==> src/hdl/rsr_pkg.sv <==
// ----------------------------------------------------------------------------
// rsr_pkg
// Shared types and constants of the rotor speed ramp controller.
// ----------------------------------------------------------------------------
package rsr_pkg;

  // Widths of the drive and step values.
  localparam int unsigned DRIVE_W = 10;
  localparam int unsigned SUM_W   = DRIVE_W + 1;

  // Highest drive level; larger targets saturate to it.
  localparam logic [DRIVE_W-1:0] DRIVE_MAX = 10'd1000;

  // Reset values of the step registers.
  localparam logic [DRIVE_W-1:0] RAMP_STEP_RST  = 10'd1;
  localparam logic [DRIVE_W-1:0] RUNUP_STEP_RST = 10'd20;

  // Operation codes of an input item.
  typedef enum logic [1:0] {
    OP_MAIN  = 2'd0,
    OP_TAIL  = 2'd1,
    OP_RESET = 2'd2,
    OP_NONE  = 2'd3
  } rsr_op_t;

  // Configuration register indexes.
  typedef enum logic [1:0] {
    REG_RAMP_STEP  = 2'd0,
    REG_RUNUP_STEP = 2'd1,
    REG_SPARE2     = 2'd2,
    REG_SPARE3     = 2'd3
  } rsr_reg_t;

  // Operands of one channel update.
  typedef struct packed {
    logic [DRIVE_W-1:0] goal;
    logic [DRIVE_W-1:0] cur;
    logic [DRIVE_W-1:0] est;
    logic [DRIVE_W-1:0] ramp_step;
    logic [DRIVE_W-1:0] runup_step;
  } rsr_ramp_in_t;

  // Results of one channel update.
  typedef struct packed {
    logic [DRIVE_W-1:0] drive;
    logic [DRIVE_W-1:0] est;
  } rsr_ramp_out_t;

endpackage

==> src/hdl/rsr_ramp.sv <==
// ----------------------------------------------------------------------------
// rsr_ramp
// One channel update: ramps the drive toward its goal and moves the shared
// speed estimate toward the new drive.
// ----------------------------------------------------------------------------
module rsr_ramp (
  input  rsr_pkg::rsr_ramp_in_t  ramp_in,
  output rsr_pkg::rsr_ramp_out_t ramp_out
);
  import rsr_pkg::*;

  logic [DRIVE_W-1:0] base;
  logic [SUM_W-1:0]   rise;
  logic [DRIVE_W-1:0] drive;
  logic [SUM_W-1:0]   est_up;
  logic [SUM_W-1:0]   drive_up;

  // Drive: below the goal it starts from the estimate at least, rises by the
  // ramp step and stops at the goal; otherwise it drops to the goal.
  always_comb begin
    base = (ramp_in.cur < ramp_in.est) ? ramp_in.est : ramp_in.cur;
    rise = {1'b0, base} + {1'b0, ramp_in.ramp_step};
    if (ramp_in.cur < ramp_in.goal) begin
      drive = (rise > {1'b0, ramp_in.goal}) ? ramp_in.goal : rise[DRIVE_W-1:0];
    end else begin
      drive = ramp_in.goal;
    end
  end

  // Estimate: moves toward the new drive by the runup step, never past it.
  always_comb begin
    est_up   = {1'b0, ramp_in.est} + {1'b0, ramp_in.runup_step};
    drive_up = {1'b0, drive} + {1'b0, ramp_in.runup_step};
    ramp_out.drive = drive;
    if (ramp_in.est < drive) begin
      ramp_out.est = (est_up < {1'b0, drive}) ? est_up[DRIVE_W-1:0] : drive;
    end else begin
      ramp_out.est = ({1'b0, ramp_in.est} > drive_up)
                     ? (ramp_in.est - ramp_in.runup_step) : drive;
    end
  end

endmodule

==> src/hdl/rotor_speed_ramp_controller.sv <==
// ----------------------------------------------------------------------------
// rotor_speed_ramp_controller
// Soft-start ramp for a main and a tail rotor drive sharing one speed
// estimate, with a runup-complete flag driven by main-rotor updates.
// ----------------------------------------------------------------------------
//   Channel  Direction  Handshake               Payload
//   in_      slave      in_tvalid / in_tready   tuser: operation, tdata: target
//   out_     master     out_tvalid / out_tready tdata: drive, runup_complete
//   cfg_     slave      cfg_valid / cfg_ready   cfg_index, cfg_data
//
// An item is captured in an input register, processed combinationally by the
// ramp logic and written to the output register; one item per cycle is
// sustained while the output is not stalled. The channel state registers
// (drive, estimate, flag) are written together with the output register. A
// stalled output holds both stages; the input stage still takes a transfer
// whenever it is empty or advancing. Reset needs no clearing pass.
// ----------------------------------------------------------------------------
module rotor_speed_ramp_controller (
  input  logic        clk,
  input  logic        rst_n,
  // Input stream.
  input  logic        in_tvalid,
  output logic        in_tready,
  input  logic [15:0] in_tdata,   // [9:0] target, [15:10] zero
  input  logic [1:0]  in_tuser,   // [1:0] operation
  // Result stream.
  output logic        out_tvalid,
  input  logic        out_tready,
  output logic [15:0] out_tdata,  // [9:0] drive, [10] runup_complete, [15:11] zero
  // Configuration writes.
  input  logic        cfg_valid,
  output logic        cfg_ready,
  input  logic [1:0]  cfg_index,
  input  logic [9:0]  cfg_data
);
  import rsr_pkg::*;

  // Step registers.
  logic [DRIVE_W-1:0] ramp_step_r;
  logic [DRIVE_W-1:0] runup_step_r;

  // Input stage.
  logic               in_valid_r;
  rsr_op_t            op_r;
  logic [DRIVE_W-1:0] target_r;

  // Channel state.
  logic [DRIVE_W-1:0] main_drive_r, main_drive_nxt;
  logic [DRIVE_W-1:0] tail_drive_r, tail_drive_nxt;
  logic [DRIVE_W-1:0] est_r, est_nxt;
  logic               done_r, done_nxt;

  // Output stage.
  logic               out_valid_r;
  logic [DRIVE_W-1:0] drive_r, drive_nxt;
  logic               flag_r;

  logic               advance;
  logic               fire;
  logic [DRIVE_W-1:0] goal;
  logic               done_set;
  rsr_ramp_in_t       ramp_in;
  rsr_ramp_out_t      ramp_out;

  // Handshake: the input stage moves on when the output register is free.
  assign advance    = !out_valid_r || out_tready;
  assign fire       = in_valid_r && advance;
  assign in_tready  = !in_valid_r || advance;
  assign cfg_ready  = 1'b1;
  assign out_tvalid = out_valid_r;
  assign out_tdata  = {5'd0, flag_r, drive_r};

  // Configuration registers; writes beyond the list are dropped.
  always_ff @(posedge clk) begin
    if (!rst_n) begin
      ramp_step_r  <= RAMP_STEP_RST;
      runup_step_r <= RUNUP_STEP_RST;
    end else if (cfg_valid) begin
      case (rsr_reg_t'(cfg_index))
        REG_RAMP_STEP:  ramp_step_r  <= cfg_data;
        REG_RUNUP_STEP: runup_step_r <= cfg_data;
        default: ;
      endcase
    end
  end

  // Input register.
  always_ff @(posedge clk) begin
    if (!rst_n) begin
      in_valid_r <= 1'b0;
    end else if (in_tready) begin
      in_valid_r <= in_tvalid;
    end
  end

  always_ff @(posedge clk) begin
    if (in_tready && in_tvalid) begin
      op_r     <= rsr_op_t'(in_tuser);
      target_r <= in_tdata[DRIVE_W-1:0];
    end
  end

  // Saturated goal and the shared ramp unit, fed by the selected channel.
  assign goal = (target_r > DRIVE_MAX) ? DRIVE_MAX : target_r;

  always_comb begin
    ramp_in.goal       = goal;
    ramp_in.cur        = (op_r == OP_TAIL) ? tail_drive_r : main_drive_r;
    ramp_in.est        = est_r;
    ramp_in.ramp_step  = ramp_step_r;
    ramp_in.runup_step = runup_step_r;
  end

  rsr_ramp u_ramp (
    .ramp_in  (ramp_in),
    .ramp_out (ramp_out)
  );

  // Next state and result of the item in the input stage.
  always_comb begin
    main_drive_nxt = main_drive_r;
    tail_drive_nxt = tail_drive_r;
    est_nxt        = est_r;
    done_nxt       = done_r;
    drive_nxt      = '0;
    done_set       = done_r || (goal != '0 && ramp_out.est >= goal);
    case (op_r)
      OP_MAIN: begin
        main_drive_nxt = ramp_out.drive;
        est_nxt        = ramp_out.est;
        drive_nxt      = ramp_out.drive;
        done_nxt       = done_set && !(goal == '0 && ramp_out.est == '0);
      end
      OP_TAIL: begin
        tail_drive_nxt = ramp_out.drive;
        est_nxt        = ramp_out.est;
        drive_nxt      = ramp_out.drive;
      end
      OP_RESET: begin
        main_drive_nxt = '0;
        tail_drive_nxt = '0;
        est_nxt        = '0;
      end
      default: ;
    endcase
  end

  // Channel state updates once per processed item.
  always_ff @(posedge clk) begin
    if (!rst_n) begin
      main_drive_r <= '0;
      tail_drive_r <= '0;
      est_r        <= '0;
      done_r       <= 1'b0;
    end else if (fire) begin
      main_drive_r <= main_drive_nxt;
      tail_drive_r <= tail_drive_nxt;
      est_r        <= est_nxt;
      done_r       <= done_nxt;
    end
  end

  // Output register.
  always_ff @(posedge clk) begin
    if (!rst_n) begin
      out_valid_r <= 1'b0;
    end else if (advance) begin
      out_valid_r <= in_valid_r;
    end
  end

  always_ff @(posedge clk) begin
    if (fire) begin
      drive_r <= drive_nxt;
      flag_r  <= done_nxt;
    end
  end

  // The drives and the estimate never exceed the drive limit.
  a_state_limit: assert property (@(posedge clk) disable iff (!rst_n)
    main_drive_r <= DRIVE_MAX && tail_drive_r <= DRIVE_MAX && est_r <= DRIVE_MAX)
    else $error("drive or estimate above limit");

  // A processed reset operation leaves both drives and the estimate at zero.
  a_reset_op: assert property (@(posedge clk) disable iff (!rst_n)
    fire && op_r == OP_RESET |=> main_drive_r == '0 && tail_drive_r == '0 && est_r == '0)
    else $error("reset operation did not clear the channel state");

  // The estimate, the main drive and the flag hold while no item is processed.
  a_state_hold: assert property (@(posedge clk) disable iff (!rst_n)
    !fire |=> $stable(est_r) && $stable(main_drive_r) && $stable(done_r))
    else $error("channel state changed without a processed item");

  // A tail update never changes the runup flag.
  a_tail_flag: assert property (@(posedge clk) disable iff (!rst_n)
    fire && op_r == OP_TAIL |=> $stable(done_r))
    else $error("tail update changed the runup flag");

endmodule
==> config.mk <==
export PLATFORM = sky130hd
export DESIGN_NAME = rotor_speed_ramp_controller
export DESIGN_NICKNAME = d
export VERILOG_FILES = /design/src/hdl/rsr_pkg.sv /design/src/hdl/rsr_ramp.sv /design/src/hdl/rotor_speed_ramp_controller.sv
export SDC_FILE = /design/constraint.sdc
export NUM_CORES = 1
export LEC_CHECK = 0
export ABC_AREA = 1
export BUFFER_PORTS_ARGS = -buffer_cell sky130_fd_sc_hd__buf_2
export CAP_MARGIN = 40
export CORE_UTILIZATION = 56
export DETAILED_ROUTE_END_ITERATION = 12
export GPL_TIMING_DRIVEN = 0
export PLACE_DENSITY = 0.84
export SLEW_MARGIN = 20
export SYNTH_ARGS = -nofsm -noshare
export SYNTH_HDL_FRONTEND = slang
export SYNTH_SLANG_ARGS = --single-unit
export TNS_END_PERCENT = 50
==> constraint.sdc <==
create_clock -name clk -period 9.75 [get_ports clk]
set_clock_uncertainty 0.15 [all_clocks]
set_input_delay 1.4625 -clock clk [delete_from_list [all_inputs] [get_ports clk]]
set_output_delay 1.4625 -clock clk [all_outputs]
set_load 0.01 [all_outputs]
# ---- Yosys cells after proc, flatten, opt, wreduce, memory -nomap -nowiden
# Cells that the tools add are included.
dict set report op_classes {
  n_lt_le_gt_ge 8
  addsub 4
  n_eq_ne 3
  n_mux 12
  reduce_logical 25
}
# operator count
set ops {}
lappend ops {{2-to-1 mux 10 bit} 8}
lappend ops {{one-hot mux 10 bit (2 select lines)} 3}
lappend ops {{adder 10 x 10 -> 11 bit} 3}
lappend ops {{less-than comparator 10 bit} 3}
lappend ops {{zero test 10 bit} 2}
lappend ops {{> comparator 10 x 11 -> 1 bit} 1}
lappend ops {{> comparator 11 x 10 -> 1 bit} 1}
lappend ops {{less-than comparator 11 x 10 -> 1 bit} 1}
lappend ops {{>= comparator 10 bit} 1}
lappend ops {{> comparator 10 bit, second input constant} 1}
lappend ops {{AND reduction 2 bit} 5}
lappend ops {{nonzero test 10 bit} 1}
lappend ops {{subtractor 10 bit} 1}
lappend ops {{nonzero test 2 bit} 3}
lappend ops {{logical AND 1 bit} 5}
lappend ops {{equality test 2 x 1 -> 1 bit, second input constant} 2}
lappend ops {{zero test 2 bit} 2}
lappend ops {{zero test 1 bit} 3}
lappend ops {{logical OR 1 bit} 3}
lappend ops {{equality test 2 bit, second input constant} 1}
lappend ops {{OR reduction 2 bit} 1}
lappend ops {{2-to-1 mux 1 bit} 1}
dict set report totals {
  word_cells 64
  reg_bits 76
}

# ---- Depth between registers and ports, before layout
# Gate-level depths: netlist of the first run.
dict set report logic_depth {
  word_depth 17
  depth_mapped 74
  depth_no_buf 73
}

# ---- Modules after synthesis
# A second synthesis of the first run with hierarchy kept.
dict set report unflattened {
  hier_cells 1029
  area_unflattened_um2 7139.3
}
# mod cells_each area_per_inst_um2 n_inst
set modules_own_cells {}
lappend modules_own_cells {rsr_ramp 598 3727.3 1}
lappend modules_own_cells {rotor_speed_ramp_controller 431 3412.0 1}

# ---- Worst setup path after synthesis of the first run
# No wires, ideal clock.
dict set report synth_timing {
  kind {reg-to-reg}
  from {register op_r[1]}
  to {register flag_r (data pin)}
  stages_incl_launch_ff 70
  arrival_ns 8.811
  setup_slack_ns 0.538
  n_path_buf 2
  setup_ns 0.250
  path_cell_list {edfxtp_1 inv_1 ha_1 clkbuf_1 nand2_1 nand2_1 ha_1 a21oi_1 o21ai_0 nand2_1 o2111ai_1 clkbuf_1 nand2_1 o21ai_0 ha_1 fa_1 nand3_1 nand2_1 [... 34 more ...] nor2_4 inv_1 ha_1 inv_1 a21boi_0 o21ai_0 a21boi_0 o21ai_0 a21boi_0 o21ai_0 a21boi_0 o21a_1 o21ai_0 nand2_1 nand3_1 nand2_1 nand2_2 inv_1}
}
# item line_no
set synth_lines {}
lappend synth_lines {{start: declaration} rotor_speed_ramp_controller.sv:44} ;# rsr_op_t op_r;
lappend synth_lines {{start signal: assignment} rotor_speed_ramp_controller.sv:98} ;# op_r <= rsr_op_t'(in_tuser);
lappend synth_lines {{end signal: assignment} rotor_speed_ramp_controller.sv:175} ;# flag_r <= done_nxt;
lappend synth_lines {{end: declaration} rotor_speed_ramp_controller.sv:56} ;# logic flag_r;

==> impl_metrics.toml, run 1 <==
[sta]
min_period_ns = 10.01
slew-limit-headroom_pct = 54.9
fmax_mhz = 99.9
hold_violations = 0
rsz0062_at_grt = "true"
setup_tns_ns = -0.410
period_share_pct = 103
hold_slack_ns = 0.345
finalSetupViolCount = 2
tightest_slew_ns = 0.674
drv_slew = 0
fin_ws_ns = -0.261

[yosys]
avgSynthCellArea_um2 = 7.20
synth_edf_count = 23
synth-seq-cells = 76
synth-main-ff-cell = "dfxtp_1"
async_flop_share_pct = 0
syn-cell-area_um2 = 6870
yosysWarnings = 0
synthDistinctLibCells = 49
ys_seq_area_share_pct = 25.5
syn_inst = 954
synth_top_cell_by_area = "ha_1"
synth.top_cell.area_share_pct = 20.4
synth_area_leaders = "ha_1, dfxtp_1, nand2_1, edfxtp_1, inv_1"

[worst_setup_path]
end_kind = "flip-flop"
worstPathRequired_ns = 9.71
crit_buf_inv = 11
cp_top_family = "simple AND/OR/NAND/NOR gates"
r2r-start = "op_r[1]"
cpMaxStageDelayCell = "edfxtp_1"
path_max_fanout = 10
cp.arrival_ns = 9.97
cp-start-kind = "flip-flop"
r2r-end = "flag_r"
regToRegSetupSlack_ns = -0.26
crit_top_cell = "nand2_1"
cpPeakStageDelay_ns = 0.43
crit_type = "reg -> reg"
reg2reg_depth = 73

[flow_run]
cap_viol_max_count = 0

[clocking]
htree_levels = 3
cts_tree = "built"
path_clk_slew_ns = 0.06
clock-sinks = 76
clockBufferDepth = 2
cts-root-buf = "clkbuf_16"
clk-insertion-delay-late_ns = 0.35
cts_hold_buf = 0
numCtsBuffers = 9

[run_status]
violations = "setup timing"
status = "complete, but fails checks"

[finish]
nets = 1190
fin_area_um2 = 8110
n_fill_cell = 921
antennaDiodeCount = 0
area_growth_pct = 18.0
drive_above_1_share_pct = 19.3

[place]
postPlaceCellArea_um2 = 7280
dpl.hpwl_um = 14200
port_buffers = 41
gp_congestion = 0.960

[routing]
detail-route-antenna-nets = 0
drc_errors = 0
firstDrtPassIters = 6
vias_per_cell = 5.81
wirelength_um = 20500
initialDrtViolationCount = 574
vias = 6922
drt-wirelength-per-cell_um = 17.2

[floorplan]
rows = 40
die_width_um = 113
initial_utilization_pct = 57.4
num_io_pins = 54
core-area_um2 = 12000
die_y_um = 113
dieArea_um2 = 12700

[worst_hold_path]
whs_path_depth = 2
hold_path_end = "ramp_step_r[0]"
min-delay-start = "ramp_step_r[0]"
hp-class = "reg -> reg"

[grt]
grt_overflow = 0
grt_max_degree = 15
antenna_found_initial = 0
grt_pass1_vias = 6221
grt_pass1_wl_um = 30200
grt_usage_pct = 30.5

[power]
peakVddDrop_v = 0.000151
p_leak_nw = 4.15
cellPowerDensity_nw_per_um2 = 259
[flip-flops by register name, summed over array words and instances (netlist names), 2 cells and up]
| name | flops |
|---|---|
| runup_step_r | 10 |
| tail_drive_r | 10 |
| ramp_step_r | 10 |
| target_r | 10 |
| drive_r | 10 |
| main_drive_r | 10 |
| est_r | 10 |
| op_r | 2 |
[cells in the final DEF (no fill, tap or decap), types with 4 or more instances in the layout]
master,Yosys,final
a21boi_1,0,4
a21oi_2,3,13
xnor2_1,6,6
o21ai_2,7,14
nand4_1,7,7
clkbuf_1,16,15
o211ai_1,4,4
buf_4,8,38
nand2_1,220,202
nor2_2,1,4
nor2_1,61,58
xor2_1,23,21
nand2_2,8,24
o21ai_0,76,56
dfxtp_1,53,53
o21ai_1,5,17
inv_1,127,122
nand3_1,45,45
inv_2,8,10
ha_1,112,103
a21oi_1,84,74
clkbuf_16,0,9
nor3_1,5,4
buf_2,1,41
buf_6,4,5
ha_4,0,8
edfxtp_1,23,23
conb_1,2,6
[report_power, final]
part,switching [mW],internal (mW),total (mW)
Sequential,0.0327,0.356,0.388
Combinational,0.862,0.537,1.40
Clock,0.142,0.174,0.316
Total,1.04,1.07,2.10
[routing by layer]
layer / global-route usage (%) / vias up / wire length, µm
met5: 0 / - / 0
met4: 17.2 / 0 / 1290
met3: 6.86 / 99 / 1920
met2: 49.3 / 380 / 9290
met1: 37.8 / 3130 / 8010
li1: - / 3313 / -
[synthesized netlist by cell type (2+ instances only)]
| cell type | instances |
|---|---|
| xor2_1 | 23 |
| nand4_1 | 7 |
| edfxtp_1 | 23 |
| o2111ai_1 | 2 |
| a21boi_0 | 5 |
| o21ai_1 | 5 |
| nor2_1 | 61 |
| inv_1 | 127 |
| o21a_1 | 3 |
| a21oi_4 | 3 |
| or2_2 | 4 |
| clkinv_1 | 2 |
| nor3_1 | 5 |
| nand3_1 | 45 |
| a21oi_2 | 3 |
| buf_4 | 8 |
| inv_2 | 8 |
| xnor2_1 | 6 |
| o21ai_0 | 76 |
| o21ai_2 | 7 |
| nand2_1 | 220 |
| fa_1 | 4 |
| o21bai_1 | 3 |
| a21oi_1 | 84 |
| dfxtp_1 | 53 |
| buf_6 | 4 |
| nand2_2 | 8 |
| a31oi_1 | 2 |
| clkbuf_1 | 16 |
| conb_1 | 2 |
| o211ai_1 | 4 |
| nor4_1 | 2 |
| a211oi_1 | 2 |
| ha_1 | 112 |
[worst reg2reg max path, delay by kind of cell, from the launching register on]
kind | cells | cell delay, ns
adder cells (fa/ha/maj) | 9 | 2.40
AND/OR/NAND/NOR | 32 | 3.25
buffers and inverters | 11 | 0.93
XOR/XNOR | 2 | 0.31
AO/OA/AOI/OAI | 19 | 2.28
flip-flops | 1 | 0.43
[cells by family after synthesis]
kind of cell | share of synthesized area, %
AND/OR/NAND/NOR | 21.9
adder cells (fa/ha/maj) | 21.6
other | 0.109
flip-flops | 25.5
AO/OA/AOI/OAI | 17.0
buffers and inverters | 10.2
XOR/XNOR | 3.70
[per-stage QoR]
step                      power (mW)  worst slack (ns)  utilization, %  cells
final                           2.10            -0.261            67.8   1191
after global routing            2.25            -0.722            67.8   1191
after CTS                       1.90           0.00208            64.4   1171
after detailed placement        1.53            -0.927            60.9   1147
after global placement          1.50             -1.30            60.8   1146
after floorplan                 1.25             0.538               -    958
[worst max-delay path by stage]
stage                  from  endpoint  depth (start not counted)
global route        op_r[1]    flag_r                         73
global placement    op_r[1]    flag_r                         68
floorplan           op_r[1]    flag_r                         69
detailed placement  op_r[1]    flag_r                         70
finish              op_r[1]    flag_r                         73
CTS                 op_r[1]    flag_r                         71
[what timing repair did]
item                       CTS  global route
cloned                       0             0
resized for setup           31            85
pin swaps                    3            37
setup endpoints to repair    2             2
buffers inserted             8            20
[area by class of cell]
class / instances / area [µm²] / area share [%]
plain buffers: 29 / 203 / 2.50
repair buffers: 70 / 423 / 5.21
multi-input cells: 715 / 4740 / 58.4
well taps: 147 / 184 / 2.27
flip-flops and latches: 76 / 1750 / 21.6
inverters: 138 / 544 / 6.71
clock buffers: 11 / 233 / 2.87
clock inverters: 5 / 37.5 / 0.463
Power figures use the tool's default switching activity.
==> run 2, diff against run 1 <==
- ABC_AREA: 1 -> 0
==> impl_metrics.toml, run 2 <==
[run_status]
status = "complete, but fails checks"
violations = "setup timing"

[finish]
antennaDiodeCount = 0
final_cells = 1100
nets = 1078
fin_area_um2 = 8870
most-common-layout-cells = "ha_1, nor2_1, a21oi_1, buf_4, dfxtp_1"
final_common_cell = "ha_1"
area_growth_pct = 27.1
drive_above_1_share_pct = 28.3

[yosys]
synth_top_family_by_area = "adder cells"
avgSynthCellArea_um2 = 8.65
synth_simple_gate_area_share_pct = 17.5
synth-main-ff-cell = "dfxtp_1"
synth_area_leaders = "ha_1, dfxtp_1, edfxtp_1, nor2_1, a21oi_1"
synth_mux_area_share_pct = 5.88
ys_seq_area_share_pct = 25.1
syn_inst = 807
synth_compound_area_share_pct = 20.6
yosysMostFrequentCell = "ha_1"
synth_edf_count = 23
synth_top_cell_by_area = "ha_1"
synthAdderAreaFrac_pct = 21.2
yosysWarnings = 0
synth.top_cell.area_share_pct = 20.1
syn-cell-area_um2 = 6980
synthDistinctLibCells = 82
synth-seq-cells = 76
synth_commonest_cells = "ha_1, nor2_1, a21oi_1, inv_1, dfxtp_1"
synth_xor_area_share_pct = 3.39
async_flop_share_pct = 0

[sta]
fmax_mhz = 88.5
rsz0062_at_grt = "true"
drv_slew = 0
hold_slack_ns = 0.339
period_share_pct = 116
tightest_slew_ns = 0.920
hold_violations = 0
slew-limit-headroom_pct = 38.6
finalSetupViolCount = 6
fin_ws_ns = -1.56
min_period_ns = 11.31

[grt]
antenna_found_initial = 0
grt_usage_pct = 34.3
grt_overflow = 0
grt_pass1_wl_um = 33900
grt_pass1_vias = 6464
grt_max_degree = 16

[worst_hold_path]
hp-class = "reg -> reg"
min-delay-start = "main_drive_r[3]"

[place]
port_buffers = 41
dpl.hpwl_um = 14400
gp_congestion = 0.996
postPlaceCellArea_um2 = 7560
dpl.cell_count = 1023

[routing]
detail-route-antenna-nets = 0
firstDrtPassIters = 8
drc_errors = 0
initialDrtViolationCount = 912
vias_per_cell = 6.51
wirelength_um = 24200
vias = 7157
drt-wirelength-per-cell_um = 22.0

[worst_setup_path]
path_max_fanout = 8
cpMaxStageDelayCell = "edfxtp_1"
cp-start-kind = "flip-flop"
cpPeakStageDelay_ns = 0.41
r2r-start = "op_r[1]"
cp.arrival_ns = 11.23
worstPathRequired_ns = 9.68
crit_type = "reg -> reg"
startpoint = "op_r[1]"
crit_top_cell = "a21o_1"
end_kind = "flip-flop"

[floorplan]
core-area_um2 = 12100
die_width_um = 114
num_io_pins = 54
rows = 40
dieArea_um2 = 12900
initial_utilization_pct = 57.8
die_y_um = 114

[clocking]
cts_hold_buf = 0
clock-sinks = 76
path_clk_slew_ns = 0.07
clk-insertion-delay-late_ns = 0.34
numCtsBuffers = 9
clockBufferDepth = 2
cts-root-buf = "clkbuf_16"
cts_tree = "built"
htree_levels = 3

[flow_run]
cap_viol_max_count = 0
run 2: critical path, delay by kind of cell (launching register included):
| family | cells | cell delay [ns] |
|---|---|---|
| AND/OR/NAND/NOR | 13 | 1.29 |
| XOR/XNOR | 2 | 0.42 |
| buffers and inverters | 7 | 0.97 |
| multiplexers | 1 | 0.35 |
| adder cells (fa/ha/maj) | 8 | 1.90 |
| flip-flops | 1 | 0.41 |
| AO/OA/AOI/OAI | 34 | 5.53 |
run 2: cell families after synthesis:
kind of cell,Yosys count
AO/OA/AOI/OAI,208
XOR/XNOR,27
adder cells (fa/ha/maj),116
buffers and inverters,89
flip-flops,76
multiplexers,39
other,2
AND/OR/NAND/NOR,250
run 2: metal layers:
metal  global-route usage [%]  wire (µm)  up-vias
li1                         -          -     3139
met5                        0          0        -
met1                     43.3       8730     3243
met2                     53.7      10400      576
met3                     7.65       3020      199
met4                     20.8       2050        0
run 2: layout make-up:
type	instances	area, µm²
Buffer	33	274
Clock buffer	9	225
Clock inverter	7	128
Fill cell	757	3190
Inverter	56	210
Multi-Input combinational cell	646	5330
Sequential cell	76	1750
Tap cell	168	210
Timing Repair Buffer	105	737
run 2: final timing paths:
kind	slack (ns)	depth (start not counted)	endpoint
worst max register to register	-1.56	65	flag_r
worst min-delay path	0.34	2	main_drive_r[3]
worst min register to register	0.34	2	main_drive_r[3]
worst max-delay path	-1.56	65	flag_r
run 2: through the flow:
step | setup slack [ns] | setup TNS, ns | utilization, %
2_1_floorplan | -0.656 | -1.24 | -
3_3_place_gp | -1.74 | -3.92 | 62.5
3_5_place_dp | -2.00 | -5.98 | 62.7
4_1_cts | -0.960 | -1.90 | 70.1
5_1_grt | -1.83 | -6.42 | 73.5
6_report | -1.56 | -4.19 | 73.5
run 2: what timing repair did:
action                                 4_1_cts  5_1_grt
endpoints found under the hold margin        0        0
buffers inserted                            35       26
pin swaps                                   28       33
setup endpoints to repair                   12       12
resized for setup                           51       43
Power of run 2 is left out: the tool's default activity adds up to more than one toggle a clock period on the data nets, which glitch-free logic cannot reach.
==> run 3, diff against run 2 <==
--- a/config.mk
+++ b/config.mk
@@ -10,3 +10,5 @@
 export CAP_MARGIN = 40
-export CORE_UTILIZATION = 56
+export CELL_PAD_IN_SITES_DETAIL_PLACEMENT = 1
+export CELL_PAD_IN_SITES_GLOBAL_PLACEMENT = 1
+export CORE_UTILIZATION = 43
 export DETAILED_ROUTE_END_ITERATION = 12
==> constraint.sdc (replaced) <==
create_clock -name clk -period 9.75 [get_ports clk]
set_clock_uncertainty 0.15 [all_clocks]
set_input_delay 0 -clock clk [delete_from_list [all_inputs] [get_ports clk]]
set_output_delay 0 -clock clk [all_outputs]
set_load 0.01 [all_outputs]
==> impl_metrics.toml, run 3 (same netlist as run 2, synthesis figures left out) <==
[worst_hold_path]
min-delay-start = "cfg_valid"
whs_path_depth = 4
hp-class = "in -> reg"
hold_path_end = "runup_step_r[9]"

[finish]
nets = 1102
drive_above_1_share_pct = 27.5
antennaDiodeCount = 0
most-common-layout-cells = "ha_1, nor2_1, buf_4, a21oi_1"
area_growth_pct = 30.7
final_common_cell = "ha_1"
seq_area_um2 = 1750
multi_input_area_um2 = 5360
n_fill_cell = 1855

[floorplan]
core-area_um2 = 15900
initial_utilization_pct = 43.9
die_y_um = 129
num_io_pins = 54
dieArea_um2 = 16700
die_width_um = 129
rows = 46

[routing]
drc_errors = 0
detail-route-antenna-nets = 0
initialDrtViolationCount = 720
vias = 7476
drt-wirelength-per-cell_um = 27.2
firstDrtPassIters = 5
vias_per_cell = 6.38
wirelength_um = 31900

[place]
dpl_worst_slack_ns = -2.30
gp_congestion = 0.958
dpl.hpwl_um = 17200
port_buffers = 41

[sta]
min_period_ns = 11.65
fmax_mhz = 85.8
tightest_slew_ns = 1.21
rsz0062_at_grt = "true"
setup_tns_ns = -7.46
hold_violations = 0
drv_slew = 0
finalSetupViolCount = 12
fin_ws_ns = -1.90
period_share_pct = 120
slew-limit-headroom_pct = 18.5

[grt]
grt_overflow = 0
grt_usage_pct = 32.3
grt_max_degree = 17
grt_pass1_wl_um = 40300
antenna_found_initial = 0
grt_pass1_vias = 7211

[worst_setup_path]
cpPeakStageDelay_ns = 0.43
worstPathRequired_ns = 9.71
crit_top_cell = "a21o_1"
crit_type = "reg -> reg"
r2r-end = "flag_r"
r2r-start = "op_r[1]"
cpMaxStageDelayCell = "fa_2"
cp.arrival_ns = 11.61
cp-start-kind = "flip-flop"
end_kind = "flip-flop"
regToRegSetupSlack_ns = -1.90
reg2reg_depth = 60
path_max_fanout = 10

[clocking]
clk-insertion-delay-late_ns = 0.36
path_clk_slew_ns = 0.07
clock-sinks = 76
cts-root-buf = "clkbuf_16"
clockBufferDepth = 2
numCtsBuffers = 9
htree_levels = 3
cts_tree = "built"

[flow_run]
cap_viol_max_count = 0

[run_status]
status = "complete, but fails checks"
violations = "setup timing"
==> run 3: cell types whose count changed in the layout (fill, tap and decap cells not counted), sizes merged <==
cell / before / now
clkbuf: 26 / 24
dlygate4sd3: 0 / 30
bufinv: 3 / 1
clkinvlp: 0 / 1
clkinv: 0 / 1
buf: 121 / 117
==> run 3: area by class of cell <==
class | count | share of cell area (%)
plain buffers | 33 | 2.87
clock buffers | 9 | 2.47
clock inverters | 7 | 0.905
inverters | 56 | 2.30
multi-input cells | 646 | 58.8
flip-flops and latches | 76 | 19.2
well taps | 216 | 2.96
repair buffers | 129 | 10.5
==> run 3: metal layers <==
metal	up-vias	wire (µm)	GRT usage, %
li1	3189	-	-
met1	3653	11900	38.9
met2	448	15000	52.9
met3	186	2580	5.41
met4	0	2400	22.0
met5	-	0	0
==> run 3: worst max-delay path by stage <==
| stage | from | to | slack (ns) | cells after the start |
|---|---|---|---|---|
| 3_5_place_dp | op_r[1] | flag_r | -2.30 | 65 |
| 3_3_place_gp | op_r[1] | flag_r | -1.95 | 65 |
| 5_1_grt | op_r[1] | flag_r | -2.24 | 64 |
| 4_1_cts | op_r[1] | flag_r | -1.23 | 65 |
| 2_1_floorplan | op_r[1] | flag_r | -0.66 | 63 |
| 6_report | op_r[1] | flag_r | -1.90 | 60 |
==> run 3: critical path: cells and delay by family (launching register included) <==
family | cells | cell delay (ns)
flip-flops | 1 | 0.42
AO/OA/AOI/OAI | 32 | 5.33
buffers and inverters | 10 | 1.57
adder cells (fa/ha/maj) | 8 | 2.28
AND/OR/NAND/NOR | 8 | 1.07
XOR/XNOR | 1 | 0.18
multiplexers | 1 | 0.40
==> run 3: what timing repair did <==
item / 4_1_cts / 5_1_grt
setup endpoints to repair: 12 / 12
hold buffers: 30 / 0
resized for setup: 48 / 44
setup buffers: 35 / 22
hold endpoints to repair: 34 / 0
pin swaps: 44 / 31
==> run 3: per-stage QoR <==
stage	hold slack (ns)	instance area (µm²)	instances	util [%]
floorplan	-0.0881	7120	811	-
global placement	0.0275	7600	1068	47.8
detailed placement	0.0290	7610	1069	47.9
CTS	0.0305	8720	1150	54.9
global route	0.0806	9120	1172	57.4
finish	0.0910	9120	1172	57.4
Power of run 3 is left out for the same reason.
